[src/rtl/bpf_pkg.sv]
`timescale 1ns / 1ps
// ----------------------------------------------------------------------------
// bpf_pkg
// Shared constants and controller/datapath types of the partitioned FIR filter.
// ----------------------------------------------------------------------------
package bpf_pkg;

    localparam int TAP_IDX_BITS = 10;
    localparam int CFG_BITS     = 11;
    localparam int CFG_IDX_BITS = 1;
    localparam int ACC_BITS     = 64;

    // register indexes
    localparam logic [CFG_IDX_BITS-1:0] CFG_BLOCK_SIZE = 1'd0;
    localparam logic [CFG_IDX_BITS-1:0] CFG_TAP_COUNT  = 1'd1;

    // reset values of the registers
    localparam logic [CFG_BITS-1:0] BLOCK_SIZE_RST = 11'd64;
    localparam logic [CFG_BITS-1:0] TAP_COUNT_RST  = 11'd1;

    // item function codes
    localparam logic FUNC_LOAD   = 1'b0;
    localparam logic FUNC_FILTER = 1'b1;

    typedef struct packed {
        logic clear;        // write zero at the pointer in both stores
        logic load_tap;     // write the incoming coefficient
        logic push_sample;  // write the incoming sample, start a new sum
        logic push_zero;    // write a zero pad sample
        logic mac_issue;    // read one tap/history pair into the MAC
        logic round;        // round the accumulator
        logic emit;         // saturate and load the output register
    } t_dp_cmd;

    typedef struct packed {
        logic pipe_busy;    // MAC pipeline still holds products
        logic out_free;     // output register can take a result
    } t_dp_sts;

endpackage

[src/rtl/bpf_ctrl.sv]
`timescale 1ns / 1ps
// ----------------------------------------------------------------------------
// bpf_ctrl
// Sequencer: clearing pass, item dispatch, MAC loop, rounding, zero padding.
// ----------------------------------------------------------------------------
module bpf_ctrl
    import bpf_pkg::*;
#(
    parameter int MAX_TAPS  = 1024,
    parameter int MAX_BLOCK = 1024
) (
    input  logic                    i_clk,
    input  logic                    i_rst_n,
    input  logic                    i_cfg_we,
    input  logic [CFG_IDX_BITS-1:0] i_cfg_index,
    input  logic [CFG_BITS-1:0]     i_cfg_data,
    input  logic                    i_in_valid,
    input  logic                    i_in_func,
    input  logic                    i_in_eoc,
    output logic                    o_in_ready,
    output t_dp_cmd                 o_cmd,
    input  t_dp_sts                 i_sts
);

    localparam int KBITS   = $clog2(MAX_TAPS + 1);
    localparam int POSBITS = $clog2(MAX_BLOCK + 1);

    localparam logic [2:0] S_CLEAR = 3'd0;
    localparam logic [2:0] S_IDLE  = 3'd1;
    localparam logic [2:0] S_MAC   = 3'd2;
    localparam logic [2:0] S_DRAIN = 3'd3;
    localparam logic [2:0] S_ROUND = 3'd4;
    localparam logic [2:0] S_EMIT  = 3'd5;
    localparam logic [2:0] S_PAD   = 3'd6;

    logic [2:0]         r_state, n_state;
    logic [KBITS-1:0]   r_k, n_k;
    logic [POSBITS-1:0] r_pos, n_pos;
    logic               r_eoc, n_eoc;
    logic [CFG_BITS-1:0] r_block_size, r_tap_count;

    logic [KBITS-1:0]   w_tc;
    logic [POSBITS-1:0] w_bs;

    // register writes
    always_ff @(posedge i_clk) begin
        if (!i_rst_n) begin
            r_block_size <= BLOCK_SIZE_RST;
            r_tap_count  <= TAP_COUNT_RST;
        end else if (i_cfg_we) begin
            unique case (i_cfg_index)
                CFG_BLOCK_SIZE: r_block_size <= i_cfg_data;
                CFG_TAP_COUNT:  r_tap_count  <= i_cfg_data;
            endcase
        end
    end

    // clamp counts to [1, max]
    always_comb begin
        if (r_tap_count == '0) begin
            w_tc = KBITS'(1);
        end else if (32'(r_tap_count) > MAX_TAPS) begin
            w_tc = KBITS'(MAX_TAPS);
        end else begin
            w_tc = KBITS'(r_tap_count);
        end
        if (r_block_size == '0) begin
            w_bs = POSBITS'(1);
        end else if (32'(r_block_size) > MAX_BLOCK) begin
            w_bs = POSBITS'(MAX_BLOCK);
        end else begin
            w_bs = POSBITS'(r_block_size);
        end
    end

    always_comb begin
        n_state    = r_state;
        n_k        = r_k;
        n_pos      = r_pos;
        n_eoc      = r_eoc;
        o_cmd      = '0;
        o_in_ready = 1'b0;
        unique case (r_state)
            S_CLEAR: begin
                o_cmd.clear = 1'b1;
                if (r_k == KBITS'(MAX_TAPS - 1)) begin
                    n_k     = '0;
                    n_state = S_IDLE;
                end else begin
                    n_k = r_k + 1'b1;
                end
            end
            S_IDLE: begin
                o_in_ready = 1'b1;
                if (i_in_valid) begin
                    if (i_in_func == FUNC_LOAD) begin
                        o_cmd.load_tap = 1'b1;
                    end else begin
                        o_cmd.push_sample = 1'b1;
                        n_eoc   = i_in_eoc;
                        n_pos   = r_pos + 1'b1;
                        n_k     = '0;
                        n_state = S_MAC;
                    end
                end
            end
            S_MAC: begin
                o_cmd.mac_issue = 1'b1;
                if (r_k == w_tc - 1'b1) begin
                    n_state = S_DRAIN;
                end else begin
                    n_k = r_k + 1'b1;
                end
            end
            S_DRAIN: begin
                if (!i_sts.pipe_busy) begin
                    n_state = S_ROUND;
                end
            end
            S_ROUND: begin
                o_cmd.round = 1'b1;
                n_state     = S_EMIT;
            end
            S_EMIT: begin
                if (i_sts.out_free) begin
                    o_cmd.emit = 1'b1;
                    n_state    = S_PAD;
                end
            end
            S_PAD: begin
                // end of call on a partial block: fill it with zeros
                if (r_eoc && (r_pos < w_bs)) begin
                    o_cmd.push_zero = 1'b1;
                    n_pos           = r_pos + 1'b1;
                end else begin
                    if (r_eoc || (r_pos >= w_bs)) begin
                        n_pos = '0;
                    end
                    n_state = S_IDLE;
                end
            end
            default: begin
                n_state = S_IDLE;
            end
        endcase
    end

    always_ff @(posedge i_clk) begin
        if (!i_rst_n) begin
            r_state <= S_CLEAR;
            r_k     <= '0;
            r_pos   <= '0;
            r_eoc   <= 1'b0;
        end else begin
            r_state <= n_state;
            r_k     <= n_k;
            r_pos   <= n_pos;
            r_eoc   <= n_eoc;
        end
    end

endmodule

[config.mk]
export PLATFORM = sky130hd
export DESIGN_NAME = bpf_ctrl
export DESIGN_NICKNAME = d
export VERILOG_FILES = /design/src/rtl/bpf_pkg.sv /design/src/rtl/bpf_ctrl.sv
export SDC_FILE = /design/constraint.sdc
export NUM_CORES = 1
export LEC_CHECK = 0
export ABC_AREA = 1
export BUFFER_PORTS_ARGS = -buffer_cell sky130_fd_sc_hd__buf_2
export CAP_MARGIN = 20
export CORE_ASPECT_RATIO = 1.4
export CORE_MARGIN = 3
export CORE_UTILIZATION = 35
export CTS_BUF_LIST = sky130_fd_sc_hd__clkbuf_2 sky130_fd_sc_hd__clkbuf_4 sky130_fd_sc_hd__clkbuf_8
export CTS_CLUSTER_DIAMETER = 60
export DETAILED_ROUTE_END_ITERATION = 10
export PLACE_DENSITY = 0.55
export SETUP_SLACK_MARGIN = 0.05
export SYNTH_ARGS = -nofsm -noshare
export SYNTH_HDL_FRONTEND = slang
export SYNTH_SLANG_ARGS = --single-unit
[constraint.sdc]
create_clock -name i_clk -period 2.6 [get_ports i_clk]
set_input_delay 0 -clock i_clk [delete_from_list [all_inputs] [get_ports i_clk]]
set_output_delay 0 -clock i_clk [all_outputs]
set_load 0.02 [all_outputs]
==> Word level (Yosys, flattened, before mapping) <==
Index checks and enable logic that the tools add are counted.
{ "word_totals": {"out_inout_bits": 8, "wordCells": 78, "register_bits": 48, "in_bits": 20} }
{ "classes": {"n_eq_ne": 17, "n_lt_le_gt_ge": 4, "muxes": 34, "bitwise_logic": 1, "addsub": 3, "reduce_logical": 13} }
{ "op_table": {"columns": ["op", "count"], "rows": [
  ["2-to-1 mux 11 bit", 12],
  ["case mux 11 bit (3 select lines)", 1],
  ["adder 11 x 1 -> 11 bit (second input constant)", 2],
  ["> comparator 11 bit (second input constant)", 2],
  ["logical NOT 11 bit", 2],
  ["case mux 11 bit (2 select lines)", 1],
  ["2-to-1 mux 3 bit", 7],
  ["case mux 3 bit (7 select lines)", 1],
  ["inequality test 2 bit (second input constant)", 8],
  ["equality test 11 x 10 -> 1 bit (second input constant)", 1],
  ["equality test 11 bit", 1],
  ["greater-or-equal comparator 11 bit", 1],
  ["< comparator 11 bit", 1],
  ["subtractor 11 x 1 -> 11 bit (second input constant)", 1],
  ["2-to-1 mux 1 bit", 10],
  ["equality test 3 bit (second input constant)", 3],
  ["AND reduction 4 bit", 2],
  ["AND reduction 7 bit", 1],
  ["equality test 3 x 2 -> 1 bit (second input constant)", 2],
  ["2-to-1 mux 2 bit", 2],
  ["AND reduction 2 bit", 2],
  ["equality test 3 x 1 -> 1 bit (second input constant)", 1],
  ["logical NOT 3 bit", 1],
  ["inequality test 3 bit (second input constant)", 1],
  ["6 further kinds", 6]
]} }

==> Depth between registers and ports, before layout <==
{ "depth": {"depth_word": 8, "mapped_depth": 21, "depth_no_buf": 21} }

==> Worst setup path before layout <==
No wires, ideal clock.
{ "synth_path": {"path_kind": "register to register", "start": "register r_block_size[6]", "end": "register r_state[1]", "path_buffers": 0, "path_slack_ns": -0.411, "synth_period_minus_slack_ns": 3.011, "required_time_ns": 2.472, "setup_time_ns": 0.128, "t_arrival_ns": 2.883, "stages_incl_launch_ff": 18, "cell_sequence": "dfxtp_1 -> nor4_1 -> nand4_1 -> nand2_1 -> nand2_1 -> ha_1 -> a21oi_1 -> o21ai_0 -> o21ai_0 -> nand2_1 -> a21boi_0 -> nand2_1 -> nor3_1 -> nor2_1 -> nand2_1 -> nand2_1 -> nand2_1 -> nor2_1"} }
{ "synth_via": {"elab_chain_cells": 7, "elab_cells_between_ends": 8, "cone_classes": "order compare (2); eq/ne (1); mux (2); reduce/logical (3)"} }
{ "synth_lines": {"columns": ["item", "line", "rtl"], "rows": [
  ["start, declared", "bpf_ctrl.sv:40", "logic [CFG_BITS-1:0] r_block_size, r_tap_count;"],
  ["start signal, assigned", "bpf_ctrl.sv:52", "CFG_BLOCK_SIZE: r_block_size <= i_cfg_data;"],
  ["> comparator 11 bit", "bpf_ctrl.sv:69", "end else if (32'(r_block_size) > MAX_BLOCK) begin"],
  ["2-to-1 mux 11 bit", "bpf_ctrl.sv:69", null],
  ["2-to-1 mux 11 bit (*)", "bpf_ctrl.sv:67", "if (r_block_size == '0) begin"],
  ["< comparator 11 bit (*)", "bpf_ctrl.sv:132", "if (r_eoc && (r_pos < w_bs)) begin"],
  ["logical AND 1 bit (*)", "bpf_ctrl.sv:132", null],
  ["inequality test 2 bit (no source line) (*)", null, null],
  ["AND reduction 7 bit (no source line) (*)", null, null],
  ["end signal, assigned", "bpf_ctrl.sv:155", "r_state <= n_state;"],
  ["end, declared", "bpf_ctrl.sv:36", "logic [2:0] r_state, n_state;"]
]} }
Mark *: on every way between the ends. The rest lies on a longest branch, timed or not.
A chain may end at the register's enable or synchronous reset.

==> flow_summary.yaml <==
pwr:
  ir_worst_vdd_uv: 301
  p_leak_nw: 1.76
  powerDensity_nw_per_um2: 568
cts:
  clk_pin_slew_ns: 0.09
  cts_buffers: 5
  cts-htree-levels: 2
  clock_tree.buffer_depth: 2
  cts_tree: "yes"
  clock_sinks: 48
  root_buffer: "clkbuf_8"
  insertion_delay_ns: 0.30
worst_setup_path:
  end_kind: "output pin"
  timing.rr.start: "r_block_size[9]$_SDFFE_PN0P_"
  crit_start: "r_block_size[9]$_SDFFE_PN0P_"
  path_class: "reg2out"
  worstPathRequired_ns: 2.60
  crit_arrival_ns: 2.73
  reg2reg_slack_ns: -0.12
  endpoint: "o_cmd[3]"
  regToRegEndpoint: "r_state[1]$_SDFFE_PN0P_"
  start_kind: "flop"
  r2r_cells: 19
  worstPathMaxFanout: 5
yosys:
  yosys_warnings: 0
  syn_area_sq_um: 3220
  synth_enable_flop_cells: 0
  syn_area_per_cell_sq_um: 6.27
  ys_ff_latch: 48
  synth_cells: 513
  synthesis.nets: 548
  synth_top_area_share_pct: 29.9
  synth_mux_area_share_pct: 0
  synthArstFlopShare_pct: 0
  synth-simple-area-share_pct: 37.9
  synth_xor_area_share_pct: 5.45
  synth-compound-area-share_pct: 13.9
  synth_seq_area_share_pct: 29.9
  yosysTopAreaCell: "dfxtp_1"
  dominantRegCellSynth: "dfxtp_1"
  synth_top_family_by_area: "simple AND/OR/NAND/NOR gates"
  netlist-cell-type-count: 32
  synth_fa_ha_area_share_pct: 5.84
  synthTopCellsByArea: "dfxtp_1 (30%), nand2_1 (16%), nor2_1 (9.8%)"
job:
  maxCapViolations: 0
grt:
  grt_usage_pct: 17.7
  antenna_found_initial: 0
  grt_pass1_vias: 3368
  grt_pass1_wl_microns: 15000
  overflow: 0
  grt_max_degree: 27
placement:
  routabilityCongestion: 0.852
  hpwl_microns: 6850
  port-buffer-count: 27
timing:
  period_needed_ns: 2.73
  fin_crit_sh_pct: 105
  setup_ws_ns: -0.134
  slew_viol_final: 0
  fin_tns_setup_ns: -0.360
  setup_violations: 4
  relSlewSlack_pct: 48.8
  rsz0062_at_grt: "yes"
  tightest_slew_ns: 0.766
  fin_hold_ws_ns: 0.0102
  skew_ns: 0.00824
  hold_violations: 0
  fmax_ghz: 0.366
routing:
  antenna_left: 0
  dr_total_vias: 3491
  detail_route.vias_per_cell: 5.11
  drtPass1Iterations: 4
  dr.first_iter.drc_count: 168
  routed_wl_microns: 8900
  routedWlPerCell_microns: 13.0
  post-route-drc-count: 0
final_layout:
  nNetsFinal: 612
  diodes: 0
  final-seq-area_sq_um: 972
  fillers: 926
  final_util_pct: 47.1
  drive_gt1_share_pct: 19.2
  synthToLayoutAreaGrowth_pct: 28.3
  multi_input_area_sq_um: 2220
  final_common_cell: "nand2_1"
  layout_common_cells: "nand2_1 (125), nor2_1 (79), dfxtp_1 (41), inv_1 (40), nand3_1 (39)"
die:
  initial_core_util_pct: 36.7
  fp.dieW_microns: 87.0
  die_height_microns: 119
  rows: 40
  num_io_pins: 28
  coreArea_sq_um: 8760
  die-area_sq_um: 10400
status:
  status: "finished, violations left"
  violations: "negative setup slack"
worst_hold_path:
  hold_path.class: "in2reg"
[through the flow]
step / std cells / instance area [sq um] / power [mW] / worst slack (ns)
detailed placement: 657 / 3620 / 1.69 / -0.165
global placement: 657 / 3620 / 1.69 / -0.0682
CTS: 680 / 3940 / 2.31 / -0.0859
global route: 683 / 4130 / 2.53 / -0.354
floorplan: 513 / 3240 / 1.47 / 0.0335
finish: 683 / 4130 / 2.34 / -0.134
[where the power goes]
group	internal, mW	switching, mW	total, mW
registers	0.803	0.0765	0.879
clock network	0.315	0.261	0.576
logic	0.346	0.544	0.890
[worst max-delay path: stages (launching register included)]
cell,delay [ns]
dfxtp_2,0.33
nor4_2,0.27
nand4_1,0.16
nand2_2,0.15
nand2_1,0.10
ha_4,0.23
a21oi_1,0.12
o21ai_1,0.08
o21ai_1,0.12
nand2_1,0.08
a21boi_2,0.16
buf_4,0.15
nand2_4,0.06
nor3_4,0.19
buf_4,0.14
buf_6,0.10
[cell type report]
class	count	share of cell area, %
inverters	44	4.03
multi-input cells	410	53.9
flip-flops and latches	48	23.6
clock inverters	2	0.940
clock buffers	6	2.00
repair buffers	68	12.3
well taps	105	3.18
[layer usage]
layer,vias up,GRT usage [%],part of all wire [%]
met5,-,0,0
met2,59,31.9,53
met3,26,1.94,2.5
li1,1810,-,-
met4,0,8.19,3.5
met1,1596,20.3,41
[synthesized netlist by cell type, drive strengths merged, types with 2 or more instances]
cell    number
nand3b       7
dfxtp       48
nand3       40
nor3        11
o21ai       38
xor2        15
ha          15
inv         41
or2          2
nor2        86
clkbuf       8
clkinv       3
nand4        2
xnor2        5
buf          4
nand2      137
a21oi       38
o21bai       2
a21boi       2
nor4         5
[worst min-delay path by stage]
stage | start | endpoint | slack, ns | depth (start not counted)
2_1_floorplan | i_in_func | o_cmd[5] | 0.08 | 1
3_3_place_gp | i_cfg_data[6] | r_block_size[6]$_SDFFE_PN1P_ | 0.24 | 3
3_5_place_dp | i_cfg_data[6] | r_block_size[6]$_SDFFE_PN1P_ | 0.24 | 3
4_1_cts | i_cfg_data[10] | r_tap_count[10]$_SDFFE_PN0P_ | 0.0004 | 3
5_1_grt | i_sts[1] | r_state[0]$_SDFFE_PN0P_ | 0.05 | 3
6_report | i_cfg_data[10] | r_tap_count[10]$_SDFFE_PN0P_ | 0.01 | 3
[registers in the layout, indices dropped and copies added (netlist names)]
signal / flops
r_k: 11
r_pos: 11
r_tap_count: 11
r_eoc: 1
r_state: 3
r_block_size: 11
[cell families after synthesis]
| group | after synthesis |
|---|---|
| flops | 48 |
| simple gates | 291 |
| xor+xnor | 20 |
| fa+ha+maj | 15 |
| buf+inv | 56 |
| compound gates | 83 |
[what timing repair did]
action / in CTS / in global routing
pin swaps: 9 / 13
gates cloned: 1 / 1
buffers inserted: 3 / 2
endpoints found under the hold margin: 19 / 0
setup endpoints to repair: 15 / 26
resized for setup: 14 / 37
hold buffers: 11 / 0
(Power assumes the default switching activity.)
